==> config.mk <==
export PLATFORM = sky130hd
export DESIGN_NAME = ktl_ram
export DESIGN_NICKNAME = d
export VERILOG_FILES = /design/src/design/ktl_ram.sv
export SDC_FILE = /design/constraint.sdc
export NUM_CORES = 1
export LEC_CHECK = 0
export BUFFER_PORTS_ARGS = -buffer_cell sky130_fd_sc_hd__buf_2
export CAP_MARGIN = 20
export CELL_PAD_IN_SITES_DETAIL_PLACEMENT = 1
export CELL_PAD_IN_SITES_GLOBAL_PLACEMENT = 2
export CORE_AREA = 2 2 112 125
export CTS_CLUSTER_DIAMETER = 120
export DETAILED_ROUTE_END_ITERATION = 12
export DIE_AREA = 0 0 114 127
export PLACE_DENSITY = 0.71
export SLEW_MARGIN = 10
export SYNTH_ARGS = -nofsm -noshare
export SYNTH_HDL_FRONTEND = slang
export SYNTH_SLANG_ARGS = --single-unit
==> constraint.sdc <==
create_clock -name clk_i -period 2.43 [get_ports clk_i]
set_input_delay 0.486 -clock clk_i [delete_from_list [all_inputs] [get_ports clk_i]]
set_output_delay 0.486 -clock clk_i [all_outputs]
set_load 0.02 [all_outputs]
==> src/design/ktl_ram.sv <==
module ktl_ram #(
  parameter int unsigned Width = 8,
  parameter int unsigned Depth = 16,
  localparam int unsigned AddrW = (Depth > 1) ? $clog2(Depth) : 1
) (
  input  logic             clk_i,
  input  logic             we_i,
  input  logic [AddrW-1:0] waddr_i,
  input  logic [Width-1:0] wdata_i,
  input  logic             re_i,
  input  logic [AddrW-1:0] raddr_i,
  output logic [Width-1:0] rdata_o
);

  logic [Width-1:0] mem_q [Depth];
  logic [Width-1:0] rdata_q;

  always_ff @(posedge clk_i) begin
    if (we_i) begin
      mem_q[waddr_i] <= wdata_i;
    end
    if (re_i) begin
      rdata_q <= mem_q[raddr_i];
    end
  end

  assign rdata_o = rdata_q;

endmodule

# Yosys cells after proc, flatten, opt, wreduce, memory -nomap -nowiden
# Memory sizes are Yosys's and may differ from the RTL's. A register that Yosys moved wholly into a read port is not among the register bits.
# Index checks and enable logic that the tools add are counted.
# op_classes
mux	2
# op_table
cell	n
1-bit 2-to-1 mux	2
# totals
regBits	0
mem_bits_rw	128
inputBits	19
elab_cells	3
memories	1
# memory_table
name	words	width	read_ports	rd_ports_with_merged_regs	write_ports	line	text
mem_q	16	8	1	1	1	15	logic [Width-1:0] mem_q [Depth];

# Depth between registers and ports, before layout
# Gate-level depths: netlist of run 1.
# logic_depth
word_depth	2
depth_mapped	5
ltp_nobuf	3

# Least setup slack after synthesis of run 1
# Ideal clock, no wire load.
# synth_timing
path_type	input to register
start	input waddr_i[2]
end	memory mem_q[0][0] (enable)
setup_ps	383
arrival_time_ps	1596
slack_ps	451
stages	2
cell_sequence	or3b_2 nor3_1
# synth_rtl
item	line	text
start, declared	8	input logic [AddrW-1:0] waddr_i,
end, declared	15	
# Straight into the memory's write port.

==> flow_summary.yaml, run 1 <==
detailed_routing:
  vias: 2505
  dr.pass1.iters: 6
  routedWlPerCell_um: 24.0
  dr.first_iter.drc_count: 182
  ant_nets: 0
  drc: 0
  drt_wl_total_um: 11000
  viasPerCell: 5.45
synth:
  synth-seq-cells: 136
  synth_nets: 248
  synth_cell_types: 18
  syn_area_per_cell_um2: 22.8
  syn-cell-area_um2: 5230
  ys_warn_count: 0
  ys_seq_area_share_pct: 78.1
  netlist_instances: 229
clock_tree:
  cts_tree: "yes"
  clock_latency_ns: 0.41
  post_cts_buffers: 0
  cts_made_buffers: 17
  post_cts_resized: 0
  cts.htree.levels: 4
  clk_pin_slew_worst_paths_ns: 0.06
  clk_path_buf_depth: 2
  clock-sinks: 136
  cts_hold_buf: 0
  cts_root_buffer: "clkbuf_16"
grt:
  grtUsageTotal_pct: 16.6
  grt_overflow: 0
  antenna_found_initial: 0
  grt_pass1_vias: 2704
  grt_max_degree: 33
  grt_pass1_wl_um: 16800
timing:
  finalSetupViolCount: 0
  hold_viol_final: 0
  max_slew.worst_pin.slew_ns: 0.400
  slew_viol_final: 0
  worst_clock_skew_ns: 0.00313
  finalSetupTns_ns: 0
  relSlewSlack_pct: 73.3
  fmax_mhz: 590
  rsz0062_at_grt: "false"
  post-route-min-period_ns: 1.70
  finalCritPeriodShare_pct: 69.8
setup_path:
  reg2reg_depth: 3
  required_ns: 2.58
  critPathCaptureType: "register"
  critPathMaxFanout: 32
  start_kind: "input port"
  critical_path_class: "input port to register"
  cp.arrival_ns: 1.84
die:
  num_rows: 44
  die_h_um: 127
  fp.dieW_um: 114
  core_region_area_um2: 13100
  start_util_pct: 39.9
  io_pins: 27
  die-area_um2: 14500
place:
  gp_congestion: 0.714
  numPortBuffers: 26
  dpl.hpwl_um: 6820
cells_and_area:
  final_nets: 305
  layout_commonest_cell: "edfxtp_1"
  nFillCells: 1209
  antennaDiodeCount: 0
  drive_gt1_share_pct: 31.8
  fin_util_pct: 48.1
  layout_common_cells: "edfxtp_1 (136), buf_2 (26), buf_4 (20), mux4_2 (18), clkbuf_16 (17)"
  synthToLayoutAreaGrowth_pct: 20.5
power_and_ir_drop:
  powerDensity_nw_per_um2: 899
  vdd_drop_max_mv: 0.484
  power.leakage_nw: 2.13
outcome:
  status: "complete, no violations"
job:
  maxCapViolCount: 0
min_path:
  hold_path_class: "input port to register"
  hold_depth: 1
-- power breakdown --
group | switching, mW | total [mW] | internal, mW
combinational | 0.156 | 0.262 | 0.106
sequential | 0.0138 | 2.66 | 2.64
clock | 0.931 | 2.74 | 1.81
-- synth_stat cells --
| cell | count | area share (%) |
|---|---|---|
| a22oi_1 | 16 | 2.3 |
| or3b_2 | 1 | 0.17 |
| buf_6 | 3 | 0.65 |
| and2_1 | 1 | 0.12 |
| nand3b_1 | 2 | 0.29 |
| nor3_1 | 4 | 0.38 |
| clkdlybuf4s25_2 | 3 | 0.57 |
| nand2_1 | 9 | 0.65 |
| nor2b_1 | 1 | 0.12 |
| edfxtp_1 | 136 | 78 |
| mux4_2 | 18 | 7.8 |
| nor2_1 | 13 | 0.93 |
| buf_4 | 1 | 0.14 |
| mux4_1 | 14 | 7.0 |
| buf_2 | 3 | 0.29 |
| nand3_1 | 1 | 0.096 |
| and2b_1 | 1 | 0.14 |
| nand2b_1 | 2 | 0.24 |
-- flip-flops by register name, summed over array words and instances, names as in the netlist --
name and count:
mem_q 128, rdata_o 8
-- final cells by class --
cell class                      count  area (um2)  share of cell area, %
Clock buffer                       19         433                   6.87
Timing Repair Buffer               48         320                   5.09
Tap cell                          161         201                   3.20
Clock inverter                     13         201                   3.20
Multi-Input combinational cell     83        1060                   16.8
Sequential cell                   136        4080                   64.9
-- worst max-delay path: stages --
cell and delay [ns]:
buf_2 0.10, buf_12 0.26, mux4_1 0.60, a22oi_1 0.25
nand2_1 0.12
-- kinds of logic (layout without fill, tap and decap cells) --
| family | Yosys count | in the layout | share of synthesized area [%] |
|---|---|---|---|
| AOI/OAI and AO/OA | 16 | 16 | 2.30 |
| muxes | 32 | 32 | 14.8 |
| and+or+nand+nor | 35 | 35 | 3.14 |
| buffers and inverters | 10 | 80 | 1.65 |
| DFF | 136 | 136 | 78.1 |
-- layer usage --
layer	up-vias	GRT usage (%)	routed length, um
met5	-	0	0
met4	0	6.89	224
met3	16	4.03	447
met2	73	26.9	5550
met1	1324	21.6	4830
li1	1092	-	-
-- path summary, 6_finish.rpt --
| path | from | end | slack (ns) |
|---|---|---|---|
| min | re_i | rdata_o[3] | 0.46 |
| max | raddr_i[0] | rdata_o[3] | 0.73 |
| max reg2reg | mem_q[3][3] | rdata_o[3] | 0.92 |
| min reg2reg | mem_q[15][2] | rdata_o[2] | 0.75 |
-- stage by stage --
step	cells	area [um2]	hold WS [ns]	power, mW	setup WS (ns)
2_1_floorplan	229	5230	0.585	2.85	0.451
3_3_place_gp	428	5660	0.727	2.96	0.324
3_5_place_dp	428	5660	0.744	2.97	0.305
4_1_cts	460	6300	0.447	5.71	0.737
5_1_grt	460	6300	0.452	5.82	0.651
6_report	460	6300	0.458	5.66	0.735
(Power assumes the default switching activity.)
==> run 2, diff against run 1 <==
ABC_AREA = 1   (was unset)
CORE_AREA = 2 2 123 137   (was 2 2 112 125)
DIE_AREA = 0 0 125 139   (was 0 0 114 127)
PLACE_DENSITY = 0.8   (was 0.71)
clock period = 1.5 ns   (was 2.43 ns; I/O delays follow)
==> flow_summary.yaml, run 2 <==
detailed_routing:
  ant_nets: 0
  drt_wl_total_um: 15400
  viasPerCell: 4.87
  routedWlPerCell_um: 18.6
  dr.pass1.iters: 4
  dr.first_iter.drc_count: 345
  drc: 0
  vias: 4015
timing:
  finalSetupTns_ns: 0
  fmax_mhz: 756
  finalSetupViolCount: 0
  post-route-min-period_ns: 1.32
  worst_clock_skew_ns: 0.00686
  slew_viol_final: 0
  relSlewSlack_pct: 74.2
  hold_viol_final: 0
  max_slew.worst_pin.slew_ns: 0.386
  rsz0062_at_grt: "false"
  finalCritPeriodShare_pct: 88.2
clock_tree:
  cts_hold_buf: 0
  cts_root_buffer: "clkbuf_16"
  clock-sinks: 136
  cts_tree: "yes"
  cts_made_buffers: 17
  post_cts_buffers: 0
  clk_path_buf_depth: 2
  cts.htree.levels: 4
  clk_pin_slew_worst_paths_ns: 0.06
  clock_latency_ns: 0.42
  post_cts_resized: 0
place:
  gp_congestion: 0.788
  dp_cells: 793
  placedInstanceArea_um2: 6390
  numPortBuffers: 26
  dpl.hpwl_um: 10100
setup_path:
  r2r_start: "mem_q[12][7]"
  cpPeakStageDelay_ns: 0.42
  critPathTopFamily: "flip-flops"
  critical_path_class: "register to output port"
  cp_slowest_cell: "edfxtp_1"
  reg2reg_depth: 6
  start_kind: "register"
  critPathMaxFanout: 1
  cp.arrival_ns: 1.02
  cp_cell_sequence: "buf_2"
  critPathCaptureType: "output port"
  r2r_slack_ns: 0.30
  r2r_end: "rdata_o[7]"
  critical_path_buf_inv_count: 1
  required_ns: 1.20
synth:
  synth_cell_types: 11
  synth_nets: 570
  netlist_instances: 551
  synth_top_area_share_pct: 69.8
  syn_area_per_cell_um2: 10.6
  yosys.cell_count.top_type: "nand2_1"
  synthFlopType: "edfxtp_1"
  ys_seq_area_share_pct: 69.8
  syn-cell-area_um2: 5850
  ys_warn_count: 0
  synth_edf_count: 136
  yosysTopAreaCell: "edfxtp_1"
  async_reset_ff_share_pct: 0
  netlist_top_cells_count: "nand2_1 (173), edfxtp_1 (136), inv_1 (100), nand3_1 (97), nor2_1 (17)"
  synth_area_leaders: "edfxtp_1 (70%), nand2_1 (11%), nand3_1 (8.3%), inv_1 (6.4%), buf_6 (1.2%)"
  synth-seq-cells: 136
cells_and_area:
  layout_common_cells: "nand2_1 (173), edfxtp_1 (136), inv_1 (100), nand3_1 (97), buf_4 (32)"
  layout_commonest_cell: "nand2_1"
  final_cell_area_um2: 7020
  final_nets: 627
  instances_no_fill: 825
  antennaDiodeCount: 0
  regMostFlops: "mem_q"
  largest_register_ffs: 128
  drive_gt1_share_pct: 14.8
  synthToLayoutAreaGrowth_pct: 20.1
die:
  fp.dieW_um: 125
  core_region_area_um2: 16100
  die-area_um2: 17400
  num_rows: 49
  io_pins: 27
  die_h_um: 139
  start_util_pct: 36.4
grt:
  grt_overflow: 0
  grt_max_degree: 33
  grt_pass1_vias: 4303
  grt_pass1_wl_um: 24200
  grtUsageTotal_pct: 18.7
  antenna_found_initial: 0
power_and_ir_drop:
  power.leakage_nw: 3.03
  vdd_drop_max_mv: 0.772
  powerDensity_nw_per_um2: 1330
job:
  maxCapViolCount: 0
min_path:
  hold_path_class: "input port to register"
  hold_depth: 1
  min-delay-start: "re_i"
  holdPathEnd: "rdata_o[6]"
outcome:
  status: "complete, no violations"
run 2: through the flow:
step | setup slack (ns) | utilization, % | power (mW) | hold slack, ns
after floorplan | 0.249 | - | 4.70 | 0.399
after global placement | -0.0156 | 39.8 | 4.96 | 0.687
after detailed placement | -0.0376 | 39.8 | 4.98 | 0.678
after CTS | 0.154 | 43.7 | 9.43 | 0.233
after global routing | 0.133 | 43.7 | 9.66 | 0.235
final | 0.177 | 43.7 | 9.36 | 0.243
run 2: worst max-delay path by stage:
stage / startpoint / to / slack, ns / cells past startpoint
detailed placement: raddr_i[1] / rdata_o[7] / -0.04 / 7
finish: rdata_o[2] / rdata_o[2] / 0.18 / 1
global route: rdata_o[2] / rdata_o[2] / 0.13 / 1
global placement: raddr_i[1] / rdata_o[4] / -0.02 / 7
floorplan: waddr_i[2] / mem_q[10][0] / 0.25 / 2
CTS: rdata_o[2] / rdata_o[2] / 0.15 / 1
run 2: routing by layer:
layer	GRT usage [%]	share of wire (%)
met1	24.1	45
met2	30.1	49
met3	4.75	3.7
met4	8.01	2.8
met5	0	0
run 2: layout make-up:
class | instances | area (um2)
clock inverter | 15 | 208
multi-input combinational | 289 | 1210
tap | 204 | 255
sequential | 136 | 4080
clock buffer | 17 | 425
inverter | 102 | 383
timing repair buffer | 62 | 450
fill | 1790 | 9040
run 2: kinds of logic after synthesis:
| group | count (synthesis) | share of synthesized area [%] |
|---|---|---|
| buf+inv | 126 | 9.39 |
| simple gates | 289 | 20.8 |
| flops | 136 | 69.8 |
run 2: power by group:
group          internal, mW  switching, mW  leakage, nW
Clock                  2.92           1.55        0.303
Combinational         0.185          0.404         1.50
Sequential             4.28         0.0249         1.24
Total                  7.39           1.98         3.03
==> run 3, diff against run 2 <==
--- a/config.mk
+++ b/config.mk
@@ -8,3 +8,2 @@
 export ABC_AREA = 1
-export BUFFER_PORTS_ARGS = -buffer_cell sky130_fd_sc_hd__buf_2
 export CAP_MARGIN = 20
@@ -12,7 +11,8 @@
 export CELL_PAD_IN_SITES_GLOBAL_PLACEMENT = 2
-export CORE_AREA = 2 2 123 137
+export CORE_AREA = 2 2 122 136
 export CTS_CLUSTER_DIAMETER = 120
 export DETAILED_ROUTE_END_ITERATION = 12
-export DIE_AREA = 0 0 125 139
-export PLACE_DENSITY = 0.8
+export DIE_AREA = 0 0 124 138
+export DONT_BUFFER_PORTS = 1
+export PLACE_DENSITY = 0.79
 export SLEW_MARGIN = 10
--- a/constraint.sdc
+++ b/constraint.sdc
@@ -3,2 +3,2 @@
 set_output_delay 0.3 -clock clk_i [all_outputs]
-set_load 0.02 [all_outputs]
+set_load 0.1 [all_outputs]
==> flow_summary.yaml, run 3 (same netlist as run 2, synthesis figures left out) <==
timing:
  fmax_mhz: 708
  post-route-min-period_ns: 1.41
  slew_viol_final: 0
  finalSetupViolCount: 0
  finalSetupTns_ns: 0
  hold_viol_final: 0
  worst_clock_skew_ns: 0.00676
  max_slew.worst_pin.slew_ns: 0.712
  finalCritPeriodShare_pct: 94.1
  rsz0062_at_grt: "false"
  hold_slack_ns: 0.125
  finalWorstSetupSlack_ns: 0.0883
  relSlewSlack_pct: 52.4
detailed_routing:
  dr.pass1.iters: 4
  met2_length_um: 7270
  m1WireLength_um: 5920
  drc: 0
  ant_nets: 0
  drt_wl_total_um: 14000
  routedWlPerCell_um: 17.4
  viasPerCell: 4.76
  met3WireLength_um: 721
  top_layer: "met4"
  vias: 3825
  dr.first_iter.drc_count: 176
cells_and_area:
  antennaDiodeCount: 0
  nFillCells: 1759
  layout_commonest_cell: "nand2_1"
  synthToLayoutAreaGrowth_pct: 17.3
  layout_common_cells: "nand2_1 (173), edfxtp_1 (136), inv_1 (100), nand3_1 (97), buf_4 (30)"
  regMostFlops: "mem_q"
  final_nets: 607
  final_cell_area_um2: 6860
  largest_register_ffs: 128
  drive_gt1_share_pct: 10.2
die:
  die-area_um2: 17100
  die_h_um: 138
  core_region_area_um2: 15900
  num_rows: 49
  io_pins: 27
  fp.dieW_um: 124
  start_util_pct: 36.7
power_and_ir_drop:
  powerDensity_nw_per_um2: 1280
  swShare_pct: 21.5
  power.leakage_nw: 2.92
  vdd_drop_max_mv: 0.732
  p_int_mw: 6.88
  power_frac_seq_pct: 49.2
  power_frac_clock_pct: 44.0
  power_switching_mw: 1.89
  total_power_mw: 8.77
  combPwrFrac_pct: 6.8
setup_path:
  critPathTopFamily: "flip-flops"
  cp_slowest_cell: "edfxtp_1"
  start_kind: "register"
  cpPeakStageDelay_ns: 0.39
  cp.arrival_ns: 1.11
  critical_path_class: "register to output port"
  cp_cell_sequence: "buf_4"
  required_ns: 1.20
  critPathMaxFanout: 1
  critical_path_buf_inv_count: 1
  critPathCaptureType: "output port"
min_path:
  hold_path_class: "input port to register"
place:
  dpl.hpwl_um: 9200
  pre_cts_ws_ns: 0.171
  placedInstanceArea_um2: 6220
  gp_congestion: 0.792
  numPortBuffers: 0
grt:
  antenna_found_initial: 0
  grtUsageTotal_pct: 18.0
  grt_overflow: 0
  grt_max_degree: 66
  grt_pass1_vias: 4147
  grt_pass1_wl_um: 22700
clock_tree:
  cts_tree: "yes"
  clk_path_buf_depth: 2
  cts.htree.levels: 4
  clk_pin_slew_worst_paths_ns: 0.05
  cts_made_buffers: 17
  clock-sinks: 136
  clock_latency_ns: 0.40
  cts_root_buffer: "clkbuf_16"
job:
  maxCapViolCount: 0
outcome:
  status: "complete, no violations"
-- run 3: stage by stage --
stage | instances | util, %
after floorplan | 551 | -
after global placement | 764 | 39.0
after CTS | 804 | 43.0
final | 804 | 43.0
after detailed placement | 764 | 39.0
after global routing | 804 | 43.0
-- run 3: routing by layer --
layer,vias up,global-route usage (%)
li1,1856,-
met3,7,4.04
met5,-,0
met4,0,6.51
met2,73,29.0
met1,1889,23.9
-- run 3: path summary, 6_finish.rpt --
kind / startpoint / endpoint / slack [ns] / cells past startpoint
hold / removal: raddr_i[3] / rdata_o[4] / 0.13 / 2
hold reg to reg: mem_q[15][4] / rdata_o[4] / 0.75 / 6
setup reg to reg: mem_q[1][5] / rdata_o[5] / 0.39 / 6
setup / recovery: rdata_o[4] / rdata_o[4] / 0.09 / 1
-- run 3: area by class of cell --
type	instances	area, um2	share of cell area (%)
clock buffers	22	444	6.48
clock inverters	9	103	1.50
inverters	102	383	5.58
multi-input cells	289	1210	17.7
flip-flops and latches	136	4080	59.6
well taps	204	255	3.72
repair buffers	42	375	5.47
-- run 3: what timing repair did --
action,in CTS,in global routing
endpoints found under the hold margin,136,0
setup buffers,0,0
resized for setup,0,0
hold buffers,9,0
-- run 3: power by group through the flow --
stage	clock (mW)	combinational, mW	sequential, mW
final	3.86	0.593	4.31
after global routing	4.09	0.661	4.32
after CTS	3.93	0.607	4.31
after detailed placement	0	0.522	4.39
after global placement	0	0.512	4.39
after floorplan	0	0.300	4.51
